==> src/rtl/core/bsfe_pkg.sv <==
// Package for the biquadratic shape function evaluator.
// Holds the transaction types, node constants, factor tables and width helpers.
// No dependencies.
package bsfe_pkg;

  localparam int NODE_W    = 4;
  localparam int NUM_NODES = 9;
  localparam logic [NODE_W-1:0] LAST_NODE = NODE_W'(NUM_NODES - 1);

  typedef struct packed {
    logic signed [15:0] ref_x;
    logic signed [15:0] ref_y;
  } in_item_t;

  typedef struct packed {
    logic [NODE_W-1:0]  node_index;
    logic signed [15:0] shape_value;
    logic signed [15:0] grad_x;
    logic signed [15:0] grad_y;
    logic               last_node;
  } out_item_t;

  typedef enum logic [1:0] {
    FAC_P,
    FAC_Q,
    FAC_R
  } fac_e;

  function automatic fac_e fac_x_of(input logic [NODE_W-1:0] k);
    fac_e f;
    case (k)
      4'd0: f = FAC_P;
      4'd1: f = FAC_R;
      4'd2: f = FAC_R;
      4'd3: f = FAC_P;
      4'd4: f = FAC_Q;
      4'd5: f = FAC_R;
      4'd6: f = FAC_Q;
      4'd7: f = FAC_P;
      default: f = FAC_Q;
    endcase
    return f;
  endfunction

  function automatic fac_e fac_y_of(input logic [NODE_W-1:0] k);
    fac_e f;
    case (k)
      4'd0: f = FAC_P;
      4'd1: f = FAC_P;
      4'd2: f = FAC_R;
      4'd3: f = FAC_R;
      4'd4: f = FAC_P;
      4'd5: f = FAC_Q;
      4'd6: f = FAC_R;
      4'd7: f = FAC_Q;
      default: f = FAC_Q;
    endcase
    return f;
  endfunction

  function automatic int imax(input int a, input int b);
    return (a > b) ? a : b;
  endfunction

  // coordinate plus or minus one
  function automatic int tw_of(input int f);
    return imax(16, f + 1) + 1;
  endfunction

  // raw factor product
  function automatic int pw_of(input int f);
    return imax(2 * tw_of(f), 2 * f + 2);
  endfunction

  // rounded factor value
  function automatic int fw_of(input int f);
    return pw_of(f) + 1 - f;
  endfunction

  // exact factor derivative
  function automatic int dw_of(input int f);
    return imax(18, f + 2);
  endfunction

  function automatic int bw_of(input int f);
    return 6 * fw_of(f) + 6 * dw_of(f);
  endfunction

endpackage

==> src/rtl/core/bsfe_front.sv <==
// Front end: takes a point and computes the P, Q, R factors and derivatives
// for both coordinates, then hands the bundle to the queue. Uses bsfe_pkg.
module bsfe_front
  import bsfe_pkg::*;
#(
  parameter int FRAC_BITS = 14
) (
  input  logic                       clk_i,
  input  logic                       rst_ni,
  input  logic                       start_i,
  input  in_item_t                   item_i,
  output logic                       busy_o,
  input  logic                       full_i,
  output logic                       push_o,
  output logic [bw_of(FRAC_BITS)-1:0] bundle_o
);

  localparam int F  = FRAC_BITS;
  localparam int TW = tw_of(F);
  localparam int PW = pw_of(F);
  localparam int FW = fw_of(F);
  localparam int DW = dw_of(F);

  localparam logic signed [TW-1:0] ONE_T  = TW'(1) << F;
  localparam logic signed [PW-1:0] ONE_SQ = PW'(1) << (2 * F);
  localparam logic signed [PW:0]   RND_H  = (PW + 1)'(1) << F;
  localparam logic signed [PW:0]   RND_Q  = (PW + 1)'(1) << (F - 1);
  localparam logic signed [DW-1:0] HALF_D = DW'(1) << (F - 1);

  logic               valid_q, valid_d;
  logic signed [15:0] x_q, y_q;
  logic               accept;

  assign busy_o = valid_q & full_i;
  assign accept = start_i & ~busy_o;
  assign push_o = valid_q & ~full_i;

  always_comb begin
    valid_d = valid_q;
    if (accept) begin
      valid_d = 1'b1;
    end else if (push_o) begin
      valid_d = 1'b0;
    end
  end

  always_ff @(posedge clk_i or negedge rst_ni) begin
    if (!rst_ni) begin
      valid_q <= 1'b0;
    end else begin
      valid_q <= valid_d;
    end
  end

  always_ff @(posedge clk_i) begin
    if (accept) begin
      x_q <= item_i.ref_x;
      y_q <= item_i.ref_y;
    end
  end

  for (genvar c = 0; c < 2; c++) begin : g_coord
    logic signed [TW-1:0] t, tm, tp;
    logic signed [PW-1:0] prod_p, prod_r, prod_sq, prod_q;
    logic signed [PW:0]   rnd_p, rnd_r, rnd_q;
    logic signed [DW-1:0] t_d;

    assign t  = (c == 0) ? TW'(x_q) : TW'(y_q);
    assign tm = t - ONE_T;
    assign tp = t + ONE_T;

    assign prod_p  = PW'(t) * PW'(tm);
    assign prod_r  = PW'(t) * PW'(tp);
    assign prod_sq = PW'(t) * PW'(t);
    assign prod_q  = ONE_SQ - prod_sq;

    assign rnd_p = ((PW + 1)'(prod_p) + RND_H) >>> (F + 1);
    assign rnd_r = ((PW + 1)'(prod_r) + RND_H) >>> (F + 1);
    assign rnd_q = ((PW + 1)'(prod_q) + RND_Q) >>> F;

    assign t_d = DW'(t);

    assign bundle_o[(3*c + 0)*FW +: FW] = FW'(rnd_p);
    assign bundle_o[(3*c + 1)*FW +: FW] = FW'(rnd_q);
    assign bundle_o[(3*c + 2)*FW +: FW] = FW'(rnd_r);
    assign bundle_o[6*FW + (3*c + 0)*DW +: DW] = t_d - HALF_D;
    assign bundle_o[6*FW + (3*c + 1)*DW +: DW] = -(t_d <<< 1);
    assign bundle_o[6*FW + (3*c + 2)*DW +: DW] = t_d + HALF_D;
  end

endmodule

==> config.mk <==
export PLATFORM = sky130hd
export DESIGN_NAME = bsfe_front
export DESIGN_NICKNAME = d
export VERILOG_FILES = /design/src/rtl/core/bsfe_pkg.sv /design/src/rtl/core/bsfe_front.sv
export SDC_FILE = /design/constraint.sdc
export NUM_CORES = 2
export LEC_CHECK = 0
export BUFFER_PORTS_ARGS = -buffer_cell sky130_fd_sc_hd__buf_2
export CAP_MARGIN = 30
export CORE_MARGIN = 4
export CORE_UTILIZATION = 55
export DETAILED_ROUTE_END_ITERATION = 8
export PLACE_DENSITY_LB_ADDON = 0.25
export SYNTH_ARGS = -nofsm -noshare
export SYNTH_HDL_FRONTEND = slang
export SYNTH_SLANG_ARGS = --single-unit
==> constraint.sdc <==
create_clock -name clk_i -period 10.2 [get_ports clk_i]
set_input_delay 1.02 -clock clk_i [delete_from_list [all_inputs] [get_ports clk_i]]
set_output_delay 1.02 -clock clk_i [all_outputs]
set_load 0.1 [all_outputs]
==> impl_metrics.toml <==
[sta]
period_minus_slack_ns = 9.64
slew_viol_final = 0
rsz0062_at_grt = "false"
finalCritPeriodShare = 0.945
skew_ns = 0.0142
max_freq_mhz = 104
worst_pin_slew_ns = 0.994
setup_viol = 0
final_hold_viol_count = 0
relSlewSlack = 0.337
final.setup.tns_ns = 0

[clock_tree]
postCtsSetupRepairBufs = 0
clock-root-buffer = "clkbuf_16"
numCtsBuffers = 5
clkTransAtPathRegs_ns = 0.08
clock_latency_ns = 0.35
clk_path_buf_depth = 2
clock_sinks = 33
tritoncts = "done"
htree_levels = 2

[cells_and_area]
final_cell_mix = "1752 x inv_1, 1257 x fa_1, 501 x ha_1"
layout_commonest_cell = "inv_1"
fin_area_um2 = 49500
area_growth_pct = 5.89
drive_gt1_frac = 0.0727
fin_nets = 6854

[global_route]
grt_pass1_vias = 35000
grt_max_degree = 33
grt_usage = 0.251
grt-ovfl-total = 0
antenna_found_initial = 3
grt_pass1_wl_um = 178000

[logic_synthesis]
syn_inst = 4882
syn_area_um2 = 46700
synth-edff-count = 32
yosysTopAreaCell = "fa_1"
ys_seq_area_frac = 0.0211
ys_ff_latch = 33
synth_area_leaders = "fa_1 54%, inv_1 14%, ha_1 13%, xnor2_1 2.8%, nand2_1 2.4%"
yosysWarnings = 0
ys.flop_type = "edfxtp_1"
async_flop_share = 0.0303
syn_area_per_cell_um2 = 9.58
post_synth_num_cell_types = 70
synth_top_area_share = 0.538

[floorplanning]
die_height_um = 300
coreArea_um2 = 84000
fp.dieW_um = 300
die_area_um2 = 89700
pin_count = 272
initial_utilization = 0.557
std_cell_rows = 106

[drt]
vias = 30500
drt_pass1_iterations = 5
drt_iter0_markers = 1284
postRouteAntennaNets = 0
wl_um = 104000
vias_per_cell = 4.93
drcViolationCount = 0
avgRoutedWirePerCell_um = 16.8

[critical_path]
crit_fanout = 16
crit_type = "flip-flop to output pin"
crit_required_ns = 9.18
crit_arrival_ns = 8.62
worst_setup_path_end_kind = "output pin"
startpoint_type = "flip-flop"

[min_path]
hold_path_class = "input port to async pin"

[job]
drv_cap = 0

[place]
gp_congestion = 0.867
placed_area_um2 = 49300
io_buffer_count = 269
post-dp-hpwl_um = 92500

[run_status]
status = "finished clean"
-- cell type report --
cell class              instances  area, um2
fillers                      7393      34500
clock inverters                 3       12.5
repair buffers                319       2010
flip-flops and latches         33        986
clock buffers                   5        125
diodes                          1       2.50
well taps                    1134       1420
multi-input cells            2941      38300
inverters                    1759       6600
-- stage by stage --
stage	worst slack, ns	utilization	cells	hold slack [ns]
after floorplan	0.228	-	4886	0.724
after global placement	0.913	0.588	6185	0.663
after detailed placement	0.773	0.588	6185	0.693
after CTS	0.346	0.589	6193	0.404
after global routing	0.0522	0.590	6194	0.416
final	0.564	0.590	6195	0.425
-- worst paths after layout --
path                         start            end  slack [ns]  depth (start not counted)
max in group asynchronous   rst_ni        valid_q        9.69                          1
setup reg to reg           valid_q         x_q[4]        8.51                          3
min in group clk_i         valid_q        valid_q        0.72                          2
hold reg to reg            valid_q        valid_q        0.72                          2
setup / recovery           y_q[14]  bundle_o[123]        0.56                         26
hold / removal              rst_ni        valid_q        0.43                          1
-- cell families after synthesis --
family,Yosys count,synth area share
compound gates,254,0.0382
mux,4,0.000910
flops,33,0.0211
xor+xnor,223,0.0418
other cells,2,0.000161
buf+inv,1912,0.159
fa+ha+maj,1759,0.673
simple gates,695,0.0659
-- sequential cells by signal, summed over array words and instances, names as in the netlist --
name / cells
valid_q: 1
y_q: 16
x_q: 16
-- per-layer routing --
| metal | share of wire | global-route usage | wire length, um | vias up |
|---|---|---|---|---|
| met5 | 0.00013 | 0 | 13 | - |
| met4 | 0.026 | 0.0594 | 2650 | 2 |
| met3 | 0.048 | 0.0305 | 4970 | 149 |
| met2 | 0.50 | 0.429 | 51700 | 603 |
| met1 | 0.43 | 0.347 | 44500 | 15700 |
| li1 | - | - | - | 14100 |
-- what timing repair did --
item                       4_1_cts  5_1_grt
hold buffers                     0        0
setup endpoints to repair        0        3
gates resized for setup          0        1
-- cell usage after synthesis, types with 9 or more instances --
cell,number
clkbuf_1,56
nor2b_1,12
nor3_1,37
and3_1,12
ha_1,502
inv_1,1752
nand2_1,301
nand2b_1,49
nand3_1,17
nor2_1,191
buf_4,72
and2_1,29
fa_1,1257
xnor2_1,151
o21bai_1,12
o21ai_0,33
xor2_1,72
a21oi_1,63
or2_2,14
buf_1,24
edfxtp_1,32
o21a_1,31
a21o_1,46
a31oi_1,9
-- worst max-delay path: stages (launching register included) --
cell and delay [ns]:
edfxtp_1 0.38, inv_1 0.59, ha_2 0.56, nand2_1 0.21, fa_1 0.71, inv_1 0.15
fa_1 0.48, fa_1 0.52, inv_1 0.06, fa_1 0.52, inv_1 0.05, fa_1 0.47
inv_1 0.05, fa_1 0.47, inv_1 0.04, ha_1 0.35, nand2_1 0.09, nor3_1 0.25
nand3_1 0.11, a21oi_1 0.37, o31ai_1 0.16, buf_4 0.16, a31oi_1 0.33, o21a_1 0.26
a21oi_1 0.10, xnor2_1 0.55, buf_12 0.26
Power is not shown: default switching activity piles up to over one toggle a cycle in this logic, so the estimate is an artifact.
