$ cat src/rtl/core/bsfe_queue.sv
// Two-entry queue between the front and back ends.
// Generic width; no package dependency.
module bsfe_queue #(
  parameter int WIDTH = 8
) (
  input  logic             clk_i,
  input  logic             rst_ni,
  input  logic             push_i,
  input  logic [WIDTH-1:0] data_i,
  output logic             full_o,
  input  logic             pop_i,
  output logic             empty_o,
  output logic [WIDTH-1:0] data_o
);

  logic [WIDTH-1:0] mem_q [2];
  logic             wr_q, wr_d, rd_q, rd_d;
  logic [1:0]       cnt_q, cnt_d;

  assign full_o  = cnt_q == 2'd2;
  assign empty_o = cnt_q == 2'd0;
  assign data_o  = mem_q[rd_q];

  always_comb begin
    wr_d  = wr_q ^ push_i;
    rd_d  = rd_q ^ pop_i;
    cnt_d = cnt_q + 2'(push_i) - 2'(pop_i);
  end

  always_ff @(posedge clk_i or negedge rst_ni) begin
    if (!rst_ni) begin
      wr_q  <= 1'b0;
      rd_q  <= 1'b0;
      cnt_q <= 2'd0;
    end else begin
      wr_q  <= wr_d;
      rd_q  <= rd_d;
      cnt_q <= cnt_d;
    end
  end

  always_ff @(posedge clk_i) begin
    if (push_i) begin
      mem_q[wr_q] <= data_i;
    end
  end

  a_no_overflow: assert property (@(posedge clk_i) disable iff (!rst_ni)
    !(push_i && full_o))
    else $error("queue push while full");

  a_no_underflow: assert property (@(posedge clk_i) disable iff (!rst_ni)
    !(pop_i && empty_o))
    else $error("queue pop while empty");

endmodule

$ cat config.mk
export PLATFORM = sky130hd
export DESIGN_NAME = bsfe_queue
export DESIGN_NICKNAME = d
export VERILOG_FILES = /design/src/rtl/core/bsfe_queue.sv
export SDC_FILE = /design/constraint.sdc
export NUM_CORES = 1
export LEC_CHECK = 0
export BUFFER_PORTS_ARGS = -buffer_cell sky130_fd_sc_hd__clkbuf_2
export CAP_MARGIN = 20
export CORE_UTILIZATION = 49
export CTS_CLUSTER_SIZE = 14
export DETAILED_ROUTE_END_ITERATION = 7
export GPL_TIMING_DRIVEN = 0
export PLACE_DENSITY = 0.74
export SLEW_MARGIN = 20
export SYNTH_ARGS = -nofsm -noshare
export SYNTH_HDL_FRONTEND = slang
export SYNTH_SLANG_ARGS = --single-unit
$ cat constraint.sdc
create_clock -name clk_i -period 1.52 [get_ports clk_i]
set_clock_uncertainty 0.1 [all_clocks]
set_input_delay 0.152 -clock clk_i [delete_from_list [all_inputs] [get_ports clk_i]]
set_output_delay 0.152 -clock clk_i [all_outputs]
set_load 0.01 [all_outputs]
==> out/metrics.cfg, run 1 <==
[status]
status = completed

[detailed_routing]
first_pass_iters = 4
vias = 441
highest_layer = met3
met1Wirelength_um = 433
dr_wl_met2_um = 564
drcViolationCount = 0
wl_per_cell_um = 11.1
drt-vias-per-instance = 4.74
met3_length_um = 36
drt_iter0_markers = 5
wirelength_mm = 1.03
antenna_left = 0

[clocking]
clk_latency_ns = 0.29
cts_resized = 0
cts.sinks = 20
path_clk_slew_ns = 0.10
cts_tree = yes
htree_levels = 1
cts_buffer_depth = 2
cts_buffers = 3
cts_root_buffer = clkbuf_4

[logic_synthesis]
avgSynthCellArea_um2 = 20.0
synth_area_leader_cell = edfxtp_1
ys_top_cells_by_area = edfxtp_1, mux2_4, dfrtp_1
synth_area_um2 = 820
synth_warnings = 0
syn_inst = 41
ys_types = 10
synth_top_area_share_pct = 58.6
synth-seq-cells = 20
syn-num-nets = 57
yosysSeqAreaShare_pct = 70.8

[timing]
maxSlewViolCount = 0
worst_slack_ns = 0.00774
hold_slack_ns = 0.0236
period_needed_ns = 1.51
rsz0062_at_grt = true
final_hold_viol_count = 0
relSlewSlack_pct = 74.4
period_share_pct = 99.5
timing.fmax_ghz = 0.661
setup_viol = 0
worst_pin_slew_ns = 0.384

[critical_path]
cp.arrival_ns = 1.26
cp_cell_sequence = buf_6 > mux2_4 > clkbuf_2
worstPathRequired_ns = 1.27
slowest_delay_ns = 0.39
critPathBufInv = 2
worstSetupEndpointType = output port
start_kind = flip-flop
worst-setup-path-type = reg -> out
cp_max_fo = 9
crit_family = flip-flops
reg2reg_depth = 5
crit_cells = 3
crit_path_top_delay_cell = dfrtp_1

[power]
peakVddDrop_mv = 0.990
total_leakage_power_nw = 0.494
powerDensity_mw_per_mm2 = 1590

[global_route]
antenna_found_initial = 0
grt_max_degree = 12
grt_pass1_vias = 398
overflow = 0
grt_pass1_wl_mm = 1.61
track_usage_pct = 12.5

[floorplan]
core_mm2 = 0.00154
die_width_um = 42.9
start_util_pct = 53.2
dieArea_mm2 = 0.00184
die_y_um = 42.9
io_pins = 22
rows = 14

[layout]
antenna_cells = 0
drive_above_1_share_pct = 44.2
area_delta_synth_final_pct = 31.6
fin_nets = 94
layout_common_cells = clkbuf_2, edfxtp_1, dlygate4sd3_1, mux2_4
fillers = 113
final_common_cell = clkbuf_2

[placement]
numPortBuffers = 21
gp_congestion = 0.578
pre_cts_ws_ns = 0.227

[worst_hold_path]
hold_class = in -> reg
holdPathStages = 2

[run]
max_cap_violations = 0

-- flip-flops by register name, indices dropped and copies added, names as in the netlist --
register	flops
cnt_q	2
wr_q	1
rd_q	1
mem_q	16
-- worst register-to-register path, delay by kind of cell, from the launching register on --
family     cells  cell delay, ns
xor+xnor       1            0.21
buf+inv        2            0.10
fa+ha+maj      2            0.40
flops          1            0.37
-- what timing repair did --
| action | in CTS | in global routing |
|---|---|---|
| endpoints found under the setup margin | 6 | 8 |
| hold buffers | 10 | 0 |
| hold endpoints to repair | 21 | 0 |
| buffers inserted | 1 | 0 |
-- cell families after synthesis --
group,share of synthesized area [%]
DFF,70.8
xor gates and xnor gates,3.97
adders and majority gates,6.11
muxes,14.7
buffers and inverters,3.21
and+or+nand+nor,1.22
-- cells in the mapped netlist --
cell and instances:
buf_6 1, nor2b_1 1, dfrtp_1 4, nor2_1 1, xor3_1 1, mux2_4 8
ha_1 4, edfxtp_1 16, inv_1 4, xor2_1 1
-- where the power goes --
group	internal (W)	total (W)	switching (W)	leakage [nW]
Sequential	0.000746	0.000796	0.0000505	0.197
Clock	0.0000955	0.000246	0.000151	0.0154
Combinational	0.000388	0.000673	0.000284	0.282
Total	0.00123	0.00171	0.000486	0.494
-- path summary, 6_finish.rpt --
check / startpoint / end / slack (ns)
worst max-delay path: rd_q / data_o[0] / 0.008
min in group asynchronous: rst_ni / wr_q / 0.08
worst min register to register: wr_q / wr_q / 0.51
worst max register to register: cnt_q[0] / cnt_q[1] / 0.23
worst min-delay path: push_i / cnt_q[0] / 0.02
max in group asynchronous: rst_ni / rd_q / 1.12
-- stage by stage --
step | setup TNS, ns | total power (W) | instances | util [%] | instance area (µm²)
3_5_place_dp | 0 | 0.00145 | 78 | 61.3 | 945
6_report | 0 | 0.00171 | 93 | 70.0 | 1080
5_1_grt | -0.154 | 0.00181 | 93 | 70.0 | 1080
2_1_floorplan | 0 | 0.00127 | 41 | - | 820
4_1_cts | -0.00775 | 0.00174 | 93 | 70.0 | 1080
3_3_place_gp | 0 | 0.00144 | 78 | 61.3 | 945
-- metal layers --
| metal | up-vias | global-route usage, % |
|---|---|---|
| met5 | - | 0 |
| met2 | 14 | 20.9 |
| met1 | 206 | 14.6 |
| li1 | 221 | - |
| met4 | 0 | 7.50 |
| met3 | 0 | 2.55 |
-- cell type report --
type / count / area [µm²] / share of cell area (%)
plain buffers: 1 / 11.3 / 1.04
clock buffers: 3 / 22.5 / 2.09
clock inverters: 1 / 3.75 / 0.348
inverters: 4 / 15.0 / 1.39
multi-input cells: 16 / 213 / 19.7
flip-flops and latches: 20 / 581 / 53.8
well taps: 16 / 20.0 / 1.86
repair buffers: 32 / 213 / 19.7
No activity file was read; power rests on OpenSTA's default activity.
==> inputs of run 2 (changes only) <==
- REMOVE_ABC_BUFFERS: default -> 1
==> run 2 against run 1 <==
Effect of this change:
- the flow now finishes with violations (setup timing)
- utilization is 3.2 points higher
- sequential power increased by 1%
- hold slack better by 0.0027 ns
- clock power rose by 2%
==> out/metrics.cfg, run 2 (synthesis gave the netlist of run 1 again) <==
[timing]
period_needed_ns = 1.53  ; +0.0155 ns
rsz0062_at_grt = true
final_hold_viol_count = 0  ; unchanged
finalSetupTns_ns = -0.0207  ; -0.0207 ns
worst_pin_slew_ns = 0.373  ; -0.0105 ns
maxSlewViolCount = 0  ; unchanged
period_share_pct = 101  ; +1.0 points
timing.fmax_ghz = 0.655  ; -1.0%
relSlewSlack_pct = 75.1  ; +0.70 points
worst_slack_ns = -0.00774  ; -0.0155 ns
setup_viol = 4  ; +4

[global_route]
antenna_found_initial = 0  ; unchanged
grt_pass1_wl_mm = 1.93  ; +20%
track_usage_pct = 15.1  ; +2.6 points
grt_max_degree = 12  ; unchanged
grt_pass1_vias = 467  ; +17%
overflow = 0  ; unchanged

[layout]
largest_reg_flops = 16  ; unchanged
fin_nets = 95  ; +1.1%
largestRegisters = mem_q x16, cnt_q x2
area_delta_synth_final_pct = 37.7
layout_common_cells = edfxtp_1, clkbuf_2, dlygate4sd3_1, mux2_4, buf_6
drive_above_1_share_pct = 46.2  ; +2.0 points
final_common_cell = edfxtp_1
final_area_mm2 = 0.00113  ; +4.6%
regMostFlops = mem_q
fillers = 108  ; -4.4%
utilization_pct = 73.2  ; +3.2 points
antenna_cells = 0  ; unchanged

[critical_path]
r2r-start = cnt_q[0]
reg2reg_to = cnt_q[1]
cp_max_fo = 5  ; -4
start_kind = flip-flop
crit_path_end = data_o[5]
reg2reg_depth = 5  ; unchanged
worstPathRequired_ns = 1.27  ; about the same
cp.arrival_ns = 1.28  ; +0.02 ns
worstSetupEndpointType = output port
crit_start = rd_q
reg2reg_slack_ns = 0.21  ; -0.02 ns
worst-setup-path-type = reg -> out

[power]
peakVddDrop_mv = 1.02  ; +2.8%
p_comb_share_pct = 42.8  ; +3.6 points
internal_power_w = 0.00134  ; +9.0%
seqPwrFrac_pct = 43.6  ; -2.8 points
finalPower_w = 0.00185  ; +8.0%
powerDensity_mw_per_mm2 = 1640  ; +3.2%
p_sw_share_pct = 27.7  ; -0.65 points
p_sw_w = 0.000512  ; +5.5%
total_leakage_power_nw = 0.510  ; +3.2%
clkPwrFrac_pct = 13.6  ; -0.8 points

[floorplan]
die_y_um = 42.9  ; unchanged
rows = 14  ; unchanged
io_pins = 22  ; unchanged
die_width_um = 42.9  ; unchanged
dieArea_mm2 = 0.00184  ; unchanged
start_util_pct = 53.2  ; unchanged
core_mm2 = 0.00154  ; unchanged

[detailed_routing]
drt_iter0_markers = 3  ; -2
wirelength_mm = 1.21  ; +17%
wl_per_cell_um = 12.8  ; +15%
antenna_left = 0  ; unchanged
first_pass_iters = 4  ; unchanged
drcViolationCount = 0  ; unchanged
drt-vias-per-instance = 4.86  ; +2.5%
vias = 457  ; +3.6%

[clocking]
path_clk_slew_ns = 0.10  ; about the same
cts_tree = yes
cts_buffers = 3  ; unchanged
cts_root_buffer = clkbuf_4
htree_levels = 1  ; unchanged
cts_buffer_depth = 2  ; unchanged
cts.sinks = 20  ; unchanged
clk_latency_ns = 0.29  ; about the same

[placement]
hpwl_um = 803
pre_cts_ws_ns = 0.138  ; -0.0898 ns
postPlaceCellArea_um2 = 933  ; -1.2%
numPortBuffers = 21  ; unchanged
gp_congestion = 0.649  ; +12%

[run]
max_cap_violations = 0  ; unchanged

[status]
violations = setup timing
status = finished, violations left

[worst_hold_path]
hold_class = in -> reg

## run 2: cell count changes in the layout (fill, tap and decap cells not counted), sizes merged
cell    change
clkbuf      -5
clkinv      -1
buf         +7
## run 2: area by class of cell
type	count	area, µm²	share of cell area, %
tap	16	20.0	1.77
timing repair buffer	34	273	24.2
sequential	20	582	51.6
clock buffer	4	26.3	2.33
inverter	4	15.0	1.33
multi-input combinational	16	213	18.8
## run 2: per-layer routing
metal | GRT usage (%) | share of wire (%) | vias up
met5 | 0 | 0 | -
met4 | 9.38 | 1.8 | 0
met3 | 2.55 | 3.1 | 4
met2 | 26.1 | 54 | 14
met1 | 17.2 | 41 | 218
li1 | - | - | 221
## run 2: critical path: stages, from the launching register on
cell	delay [ns]
dfrtp_2	0.43
buf_6	0.14
mux2_4	0.30
buf_6	0.12
## run 2: repair_timing
item | CTS | global route
setup endpoints to repair | 8 | 8
pin swaps | 0 | 0
hold buffers | 10 | 0
hold endpoints to repair | 21 | 0
setup buffers | 3 | 0
resized for setup | 4 | 12
## run 2: per-stage QoR
step,hold slack (ns),instances
after CTS,0.0213,94
after detailed placement,-0.135,77
after global placement,-0.135,77
final,0.0263,94
after global routing,0.0246,94
after floorplan,-0.244,40
## run 2: power by group through the flow
stage,clock (W),sequential (W),combinational [W]
floorplan,0,0.000844,0.000400
detailed placement,0,0.000872,0.000562
global placement,0,0.000862,0.000548
finish,0.000252,0.000807,0.000793
CTS,0.000261,0.000807,0.000720
global route,0.000288,0.000821,0.000853
## run 2: worst min path at each step
stage                start  depth (start not counted)  endpoint
floorplan           rst_ni                          0  cnt_q[0]
global placement    rst_ni                          1      wr_q
detailed placement  rst_ni                          1      wr_q
CTS                 push_i                          2  cnt_q[0]
global route        push_i                          2  cnt_q[0]
finish              push_i                          2  cnt_q[0]
