===== src/rtl/core/bsfe_pkg.sv =====
// Package for the biquadratic shape function evaluator.
// Holds the transaction types, node constants, factor tables and width helpers.
// No dependencies.
package bsfe_pkg;

  localparam int NODE_W    = 4;
  localparam int NUM_NODES = 9;
  localparam logic [NODE_W-1:0] LAST_NODE = NODE_W'(NUM_NODES - 1);

  typedef struct packed {
    logic signed [15:0] ref_x;
    logic signed [15:0] ref_y;
  } in_item_t;

  typedef struct packed {
    logic [NODE_W-1:0]  node_index;
    logic signed [15:0] shape_value;
    logic signed [15:0] grad_x;
    logic signed [15:0] grad_y;
    logic               last_node;
  } out_item_t;

  typedef enum logic [1:0] {
    FAC_P,
    FAC_Q,
    FAC_R
  } fac_e;

  function automatic fac_e fac_x_of(input logic [NODE_W-1:0] k);
    fac_e f;
    case (k)
      4'd0: f = FAC_P;
      4'd1: f = FAC_R;
      4'd2: f = FAC_R;
      4'd3: f = FAC_P;
      4'd4: f = FAC_Q;
      4'd5: f = FAC_R;
      4'd6: f = FAC_Q;
      4'd7: f = FAC_P;
      default: f = FAC_Q;
    endcase
    return f;
  endfunction

  function automatic fac_e fac_y_of(input logic [NODE_W-1:0] k);
    fac_e f;
    case (k)
      4'd0: f = FAC_P;
      4'd1: f = FAC_P;
      4'd2: f = FAC_R;
      4'd3: f = FAC_R;
      4'd4: f = FAC_P;
      4'd5: f = FAC_Q;
      4'd6: f = FAC_R;
      4'd7: f = FAC_Q;
      default: f = FAC_Q;
    endcase
    return f;
  endfunction

  function automatic int imax(input int a, input int b);
    return (a > b) ? a : b;
  endfunction

  // coordinate plus or minus one
  function automatic int tw_of(input int f);
    return imax(16, f + 1) + 1;
  endfunction

  // raw factor product
  function automatic int pw_of(input int f);
    return imax(2 * tw_of(f), 2 * f + 2);
  endfunction

  // rounded factor value
  function automatic int fw_of(input int f);
    return pw_of(f) + 1 - f;
  endfunction

  // exact factor derivative
  function automatic int dw_of(input int f);
    return imax(18, f + 2);
  endfunction

  function automatic int bw_of(input int f);
    return 6 * fw_of(f) + 6 * dw_of(f);
  endfunction

endpackage


===== src/rtl/core/bsfe_back.sv =====
// Back end: walks nodes 0..8 for the queue head, one per cycle while the queue is not
// empty, forms the three products, rounds and saturates. Uses bsfe_pkg.
module bsfe_back
  import bsfe_pkg::*;
#(
  parameter int FRAC_BITS = 14
) (
  input  logic                        clk_i,
  input  logic                        rst_ni,
  input  logic                        empty_i,
  input  logic [bw_of(FRAC_BITS)-1:0] bundle_i,
  output logic                        pop_o,
  output logic                        valid_o,
  output out_item_t                   result_o
);

  localparam int F  = FRAC_BITS;
  localparam int FW = fw_of(F);
  localparam int DW = dw_of(F);
  localparam int MW = FW + imax(FW, DW);

  localparam logic signed [MW:0] RND  = (MW + 1)'(1) << (F - 1);
  localparam logic signed [MW:0] SMAX = (MW + 1)'(32767);
  localparam logic signed [MW:0] SMIN = -(MW + 1)'(32768);

  logic signed [FW-1:0] xv [3];
  logic signed [FW-1:0] yv [3];
  logic signed [DW-1:0] xd [3];
  logic signed [DW-1:0] yd [3];

  for (genvar f = 0; f < 3; f++) begin : g_unpack
    assign xv[f] = bundle_i[f*FW +: FW];
    assign yv[f] = bundle_i[(3 + f)*FW +: FW];
    assign xd[f] = bundle_i[6*FW + f*DW +: DW];
    assign yd[f] = bundle_i[6*FW + (3 + f)*DW +: DW];
  end

  logic [NODE_W-1:0]    k_q, k_d;
  fac_e                 sx, sy;
  logic signed [FW-1:0] fx, gy;
  logic signed [DW-1:0] dfx, dgy;

  logic                 s1_valid_q;
  logic [NODE_W-1:0]    s1_node_q;
  logic signed [MW-1:0] pv_q, pgx_q, pgy_q;

  logic                 valid_q;
  out_item_t            res_q, res_d;

  assign pop_o = ~empty_i && (k_q == LAST_NODE);
  assign sx    = fac_x_of(k_q);
  assign sy    = fac_y_of(k_q);

  always_comb begin
    case (sx)
      FAC_P: begin
        fx  = xv[0];
        dfx = xd[0];
      end
      FAC_R: begin
        fx  = xv[2];
        dfx = xd[2];
      end
      default: begin
        fx  = xv[1];
        dfx = xd[1];
      end
    endcase
    case (sy)
      FAC_P: begin
        gy  = yv[0];
        dgy = yd[0];
      end
      FAC_R: begin
        gy  = yv[2];
        dgy = yd[2];
      end
      default: begin
        gy  = yv[1];
        dgy = yd[1];
      end
    endcase
  end

  always_comb begin
    k_d = k_q;
    if (!empty_i) begin
      k_d = (k_q == LAST_NODE) ? '0 : k_q + NODE_W'(1);
    end
  end

  function automatic logic signed [15:0] rnd_sat(input logic signed [MW-1:0] p);
    logic signed [MW:0] s;
    s = ((MW + 1)'(p) + RND) >>> F;
    if (s > SMAX) begin
      return 16'sh7fff;
    end else if (s < SMIN) begin
      return -16'sh8000;
    end
    return 16'(s);
  endfunction

  always_comb begin
    res_d.node_index  = s1_node_q;
    res_d.shape_value = rnd_sat(pv_q);
    res_d.grad_x      = rnd_sat(pgx_q);
    res_d.grad_y      = rnd_sat(pgy_q);
    res_d.last_node   = s1_node_q == LAST_NODE;
  end

  always_ff @(posedge clk_i or negedge rst_ni) begin
    if (!rst_ni) begin
      k_q        <= '0;
      s1_valid_q <= 1'b0;
      valid_q    <= 1'b0;
    end else begin
      k_q        <= k_d;
      s1_valid_q <= ~empty_i;
      valid_q    <= s1_valid_q;
    end
  end

  always_ff @(posedge clk_i) begin
    s1_node_q <= k_q;
    pv_q      <= MW'(fx) * MW'(gy);
    pgx_q     <= MW'(dfx) * MW'(gy);
    pgy_q     <= MW'(fx) * MW'(dgy);
    res_q     <= res_d;
  end

  assign valid_o  = valid_q;
  assign result_o = res_q;

  a_node_range: assert property (@(posedge clk_i) disable iff (!rst_ni)
    k_q <= LAST_NODE)
    else $error("node counter out of range");

  a_node_order: assert property (@(posedge clk_i) disable iff (!rst_ni)
    valid_o && !result_o.last_node |=> valid_o &&
      result_o.node_index == $past(result_o.node_index) + NODE_W'(1))
    else $error("node results not contiguous");

endmodule


===== config.mk =====
export PLATFORM = sky130hd
export DESIGN_NAME = bsfe_back
export DESIGN_NICKNAME = d
export VERILOG_FILES = /design/src/rtl/core/bsfe_pkg.sv /design/src/rtl/core/bsfe_back.sv
export SDC_FILE = /design/constraint.sdc
export NUM_CORES = 2
export LEC_CHECK = 0
export ABC_AREA = 0
export BUFFER_PORTS_ARGS = -buffer_cell sky130_fd_sc_hd__buf_4
export CAP_MARGIN = 15
export CELL_PAD_IN_SITES_DETAIL_PLACEMENT = 0
export CELL_PAD_IN_SITES_GLOBAL_PLACEMENT = 1
export CORE_MARGIN = 1
export CORE_UTILIZATION = 50
export DETAILED_ROUTE_END_ITERATION = 10
export GPL_ROUTABILITY_DRIVEN = 0
export PLACE_DENSITY = 0.86
export SLEW_MARGIN = 5
export SYNTH_ARGS = -nofsm -noshare
export SYNTH_HDL_FRONTEND = slang
export SYNTH_SLANG_ARGS = --single-unit

===== constraint.sdc =====
create_clock -name clk_i -period 11.3 [get_ports clk_i]
set_input_delay 1.13 -clock clk_i [delete_from_list [all_inputs] [get_ports clk_i]]
set_output_delay 1.13 -clock clk_i [all_outputs]
set_load 0.005 [all_outputs]

==> results.toml <==
[min_path]
hold_path_startpoint = "s1_valid_q"
holdPathStages = 0
min_to = "valid_o"
worstHoldPathType = "reg2reg"

[global_route]
grt_pass1_wl_mm = 228
grt_pass1_vias = 40568
grt_start_max_net_pins = 34
global_route.usage.total = 0.308
grt_overflow_total = 0
grt_antenna_before_repair = 2

[status]
run_status = "finished clean"

[die]
placeableCoreArea_mm2 = 0.0952
rows = 113
die_width_um = 312
io-pin-count = 292
start_util = 0.506
chipHeight_um = 312
die_area_mm2 = 0.0975

[final_layout]
final_layout_size_suffix_gt1_frac = 0.0920
syn_to_final_growth_pct = 9.23
fillerInstances = 8671
finalInstanceArea_mm2 = 0.0526
finish.net_count = 7375
number_of_non_filler_instances_in_the_completed_layout = 6904
utilization = 0.553
diodes = 0

[clock_network]
clkSlewWorstSetupHoldPaths_ns = 0.07
cts_hold_buffers = 0
ctsLongestPathBuffers = 2
clockRootBuffer = "sky130_fd_sc_hd__clkbuf_16"
clk-insertion-delay-late_ns = 0.52
post_cts_buffers = 0
post_cts_resize_count = 0
tritoncts = "built"
cts.sinks = 144
cts-buffers-inserted = 17
cts_max_level = 4

[worst_setup_path]
crit_arrival_ns = 10.10
critical_path.max_stage_delay_ns = 1.00
worstRegToRegCells = 29
worst_r2r_startpoint = "k_q[0]"
r2r_end = "pgy_q[33]"
setup.worst_path.start_class = "register"
reg2reg_slack_ns = 1.59
endpoint_kind = "register"
required_ns = 11.69
critPathMaxFanout = 29
crit_path_top_delay_cell = "sky130_fd_sc_hd__o21a_1"
setup.worst_path.class = "reg2reg"

[sta]
fin_crit_ns = 9.71
setup_viol_count_final = 0
maxSlewViolCount = 0
timing.final.hold_violations = 0
max-slew-margin-rel = 0.132
worst_slew_pin_slew_ns = 1.30
fin_crit_sh = 0.860
highest_clock_rate_mhz = 103
unrepaired_setup_endpoints_after_global_routing = "false"
final.setup_skew_ns = 0.0141
fin_setup_tns_ns = 0

[logic_synthesis]
synth.ff_latch_count = 144
synth-edff-count = 0
syn_area_per_cell_um2 = 8.85
synth_largest_type_area_fraction = 0.503
mappedNetlistArea_mm2 = 0.0481
synth_fp_nets = 7187
post-synth-top-area-cell = "sky130_fd_sc_hd__fa_1"
yosys_warnings = 0
yosys.cell_count.top_type = "sky130_fd_sc_hd__inv_1"
synth_cells = 5438
leading_cell_types_by_total_area_after_synthesis = "sky130_fd_sc_hd__fa_1 50%, sky130_fd_sc_hd__inv_1 10%, sky130_fd_sc_hd__ha_1 7.8%, sky130_fd_sc_hd__nand2_1 5.9%, sky130_fd_sc_hd__dfxtp_1 5.7%"
netlist_top_cells_count = "1318 x sky130_fd_sc_hd__inv_1, 1210 x sky130_fd_sc_hd__fa_1, 761 x sky130_fd_sc_hd__nand2_1, 541 x sky130_fd_sc_hd__nor2_1, 302 x sky130_fd_sc_hd__ha_1"
synth.distinct_cells = 82
synth-main-ff-cell = "sky130_fd_sc_hd__dfxtp_1"
synth-async-reset-ratio = 0.0417
portion_of_the_post_synthesis_area_used_by_sequential_elements = 0.0605

[route]
drc = 0
final_antenna_net_count = 0
initialDrtViolationCount = 2654
detail_routed_net_length_per_standard_cell_um = 20.7
drt_pre_antenna_iters = 6
detail_route.wirelength_mm = 143
post_drt_via_cell_ratio = 5.49
num_vias = 37877

[flow_run]
cap_viol_max_count = 0

[placement]
instance_count_after_placement_with_tap_cells_included = 6871
postPlaceCellArea_mm2 = 0.0520
dp_hpwl_mm = 117
count_of_input_and_output_buffers = 291
flip-flops by register name, summed over array words and instances, names as in the netlist:
register and flops:
pgx_q 26, s1_valid_q 1, k_q 4, s1_node_q 4, result_o 53, pgy_q 26
valid_o 1, pv_q 29
cell type report:
| class | count | area (um2) | area share |
|---|---|---|---|
| well taps | 1265 | 1580 | 0.0301 |
| multi-input cells | 3738 | 39500 | 0.751 |
| repair buffers | 405 | 3040 | 0.0578 |
| flip-flops and latches | 144 | 2910 | 0.0554 |
| clock inverters | 13 | 153 | 0.00290 |
| inverters | 1320 | 4950 | 0.0942 |
| clock buffers | 19 | 443 | 0.00842 |
per-layer routing:
layer / vias up / wire length [um] / track usage
met3: 319 / 13500 / 0.0635
li1: 16494 / - / -
met1: 19399 / 54900 / 0.396
met2: 1663 / 68700 / 0.511
met5: - / 13 / 0
met4: 2 / 5780 / 0.115
critical path: cells and delay by family, from the launching register on:
| family | cells | cell delay [ns] |
|---|---|---|
| adder cells (fa/ha/maj) | 8 | 3.71 |
| AO/OA/AOI/OAI | 9 | 3.23 |
| AND/OR/NAND/NOR | 5 | 1.46 |
| flip-flops | 1 | 0.60 |
| buffers and inverters | 6 | 0.41 |
| XOR/XNOR | 1 | 0.15 |
how the worst max path moves through the flow:
| stage | cells after the start | endpoint | slack, ns | startpoint |
|---|---|---|---|---|
| 6_report | 29 | pgy_q[33] | 1.59 | k_q[0] |
| 5_1_grt | 30 | pv_q[38] | 1.09 | k_q[0] |
| 4_1_cts | 30 | pv_q[38] | 1.63 | k_q[0] |
| 3_5_place_dp | 30 | pv_q[38] | 1.65 | k_q[0] |
| 3_3_place_gp | 30 | pv_q[38] | 1.76 | k_q[0] |
| 2_1_floorplan | 34 | pv_q[38] | 2.97 | k_q[0] |
layout by cell type, fill, tap and decap left out, types with 15 or more instances in the layout:
cell | Yosys | layout
sky130_fd_sc_hd__xor2_1 | 68 | 68
sky130_fd_sc_hd__o22ai_1 | 24 | 24
sky130_fd_sc_hd__a21o_1 | 55 | 54
sky130_fd_sc_hd__and3_1 | 17 | 17
sky130_fd_sc_hd__o21ai_0 | 115 | 96
sky130_fd_sc_hd__nand2_1 | 761 | 761
sky130_fd_sc_hd__buf_4 | 3 | 404
sky130_fd_sc_hd__o21ai_1 | 30 | 28
sky130_fd_sc_hd__clkbuf_16 | 0 | 17
sky130_fd_sc_hd__o21a_1 | 65 | 65
sky130_fd_sc_hd__nand4_1 | 35 | 35
sky130_fd_sc_hd__nand2b_1 | 15 | 15
sky130_fd_sc_hd__o22a_1 | 54 | 54
sky130_fd_sc_hd__ha_1 | 302 | 302
sky130_fd_sc_hd__o21ai_2 | 4 | 25
sky130_fd_sc_hd__xnor2_1 | 89 | 89
sky130_fd_sc_hd__nor3_1 | 58 | 58
sky130_fd_sc_hd__nand3_1 | 45 | 45
sky130_fd_sc_hd__a21oi_1 | 74 | 73
sky130_fd_sc_hd__nor2_1 | 541 | 539
sky130_fd_sc_hd__inv_1 | 1318 | 1318
sky130_fd_sc_hd__or2_2 | 16 | 16
sky130_fd_sc_hd__nor2b_1 | 15 | 15
sky130_fd_sc_hd__a31oi_1 | 15 | 15
sky130_fd_sc_hd__dfxtp_1 | 138 | 138
sky130_fd_sc_hd__fa_1 | 1210 | 1210
cell families (layout without fill, tap and decap cells):
| group | Yosys count | count (layout) | share of synthesized area |
|---|---|---|---|
| compound gates | 513 | 513 | 0.0734 |
| fa+ha+maj | 1512 | 1512 | 0.582 |
| flops | 144 | 144 | 0.0605 |
| simple gates | 1554 | 1554 | 0.134 |
| buf+inv | 1556 | 1757 | 0.122 |
| xor+xnor | 157 | 157 | 0.0286 |
| mux | 2 | 2 | 0.000442 |
per-stage QoR:
stage	worst slack, ns	hold WS, ns
final	1.59	0.352
after global routing	1.09	0.361
after CTS	1.63	0.353
after detailed placement	1.65	0.339
after global placement	1.76	0.335
after floorplan	2.97	0.323
Power is left out: the tool's default activity adds up to more than one toggle a clock period on the data nets, which glitch-free logic cannot reach.
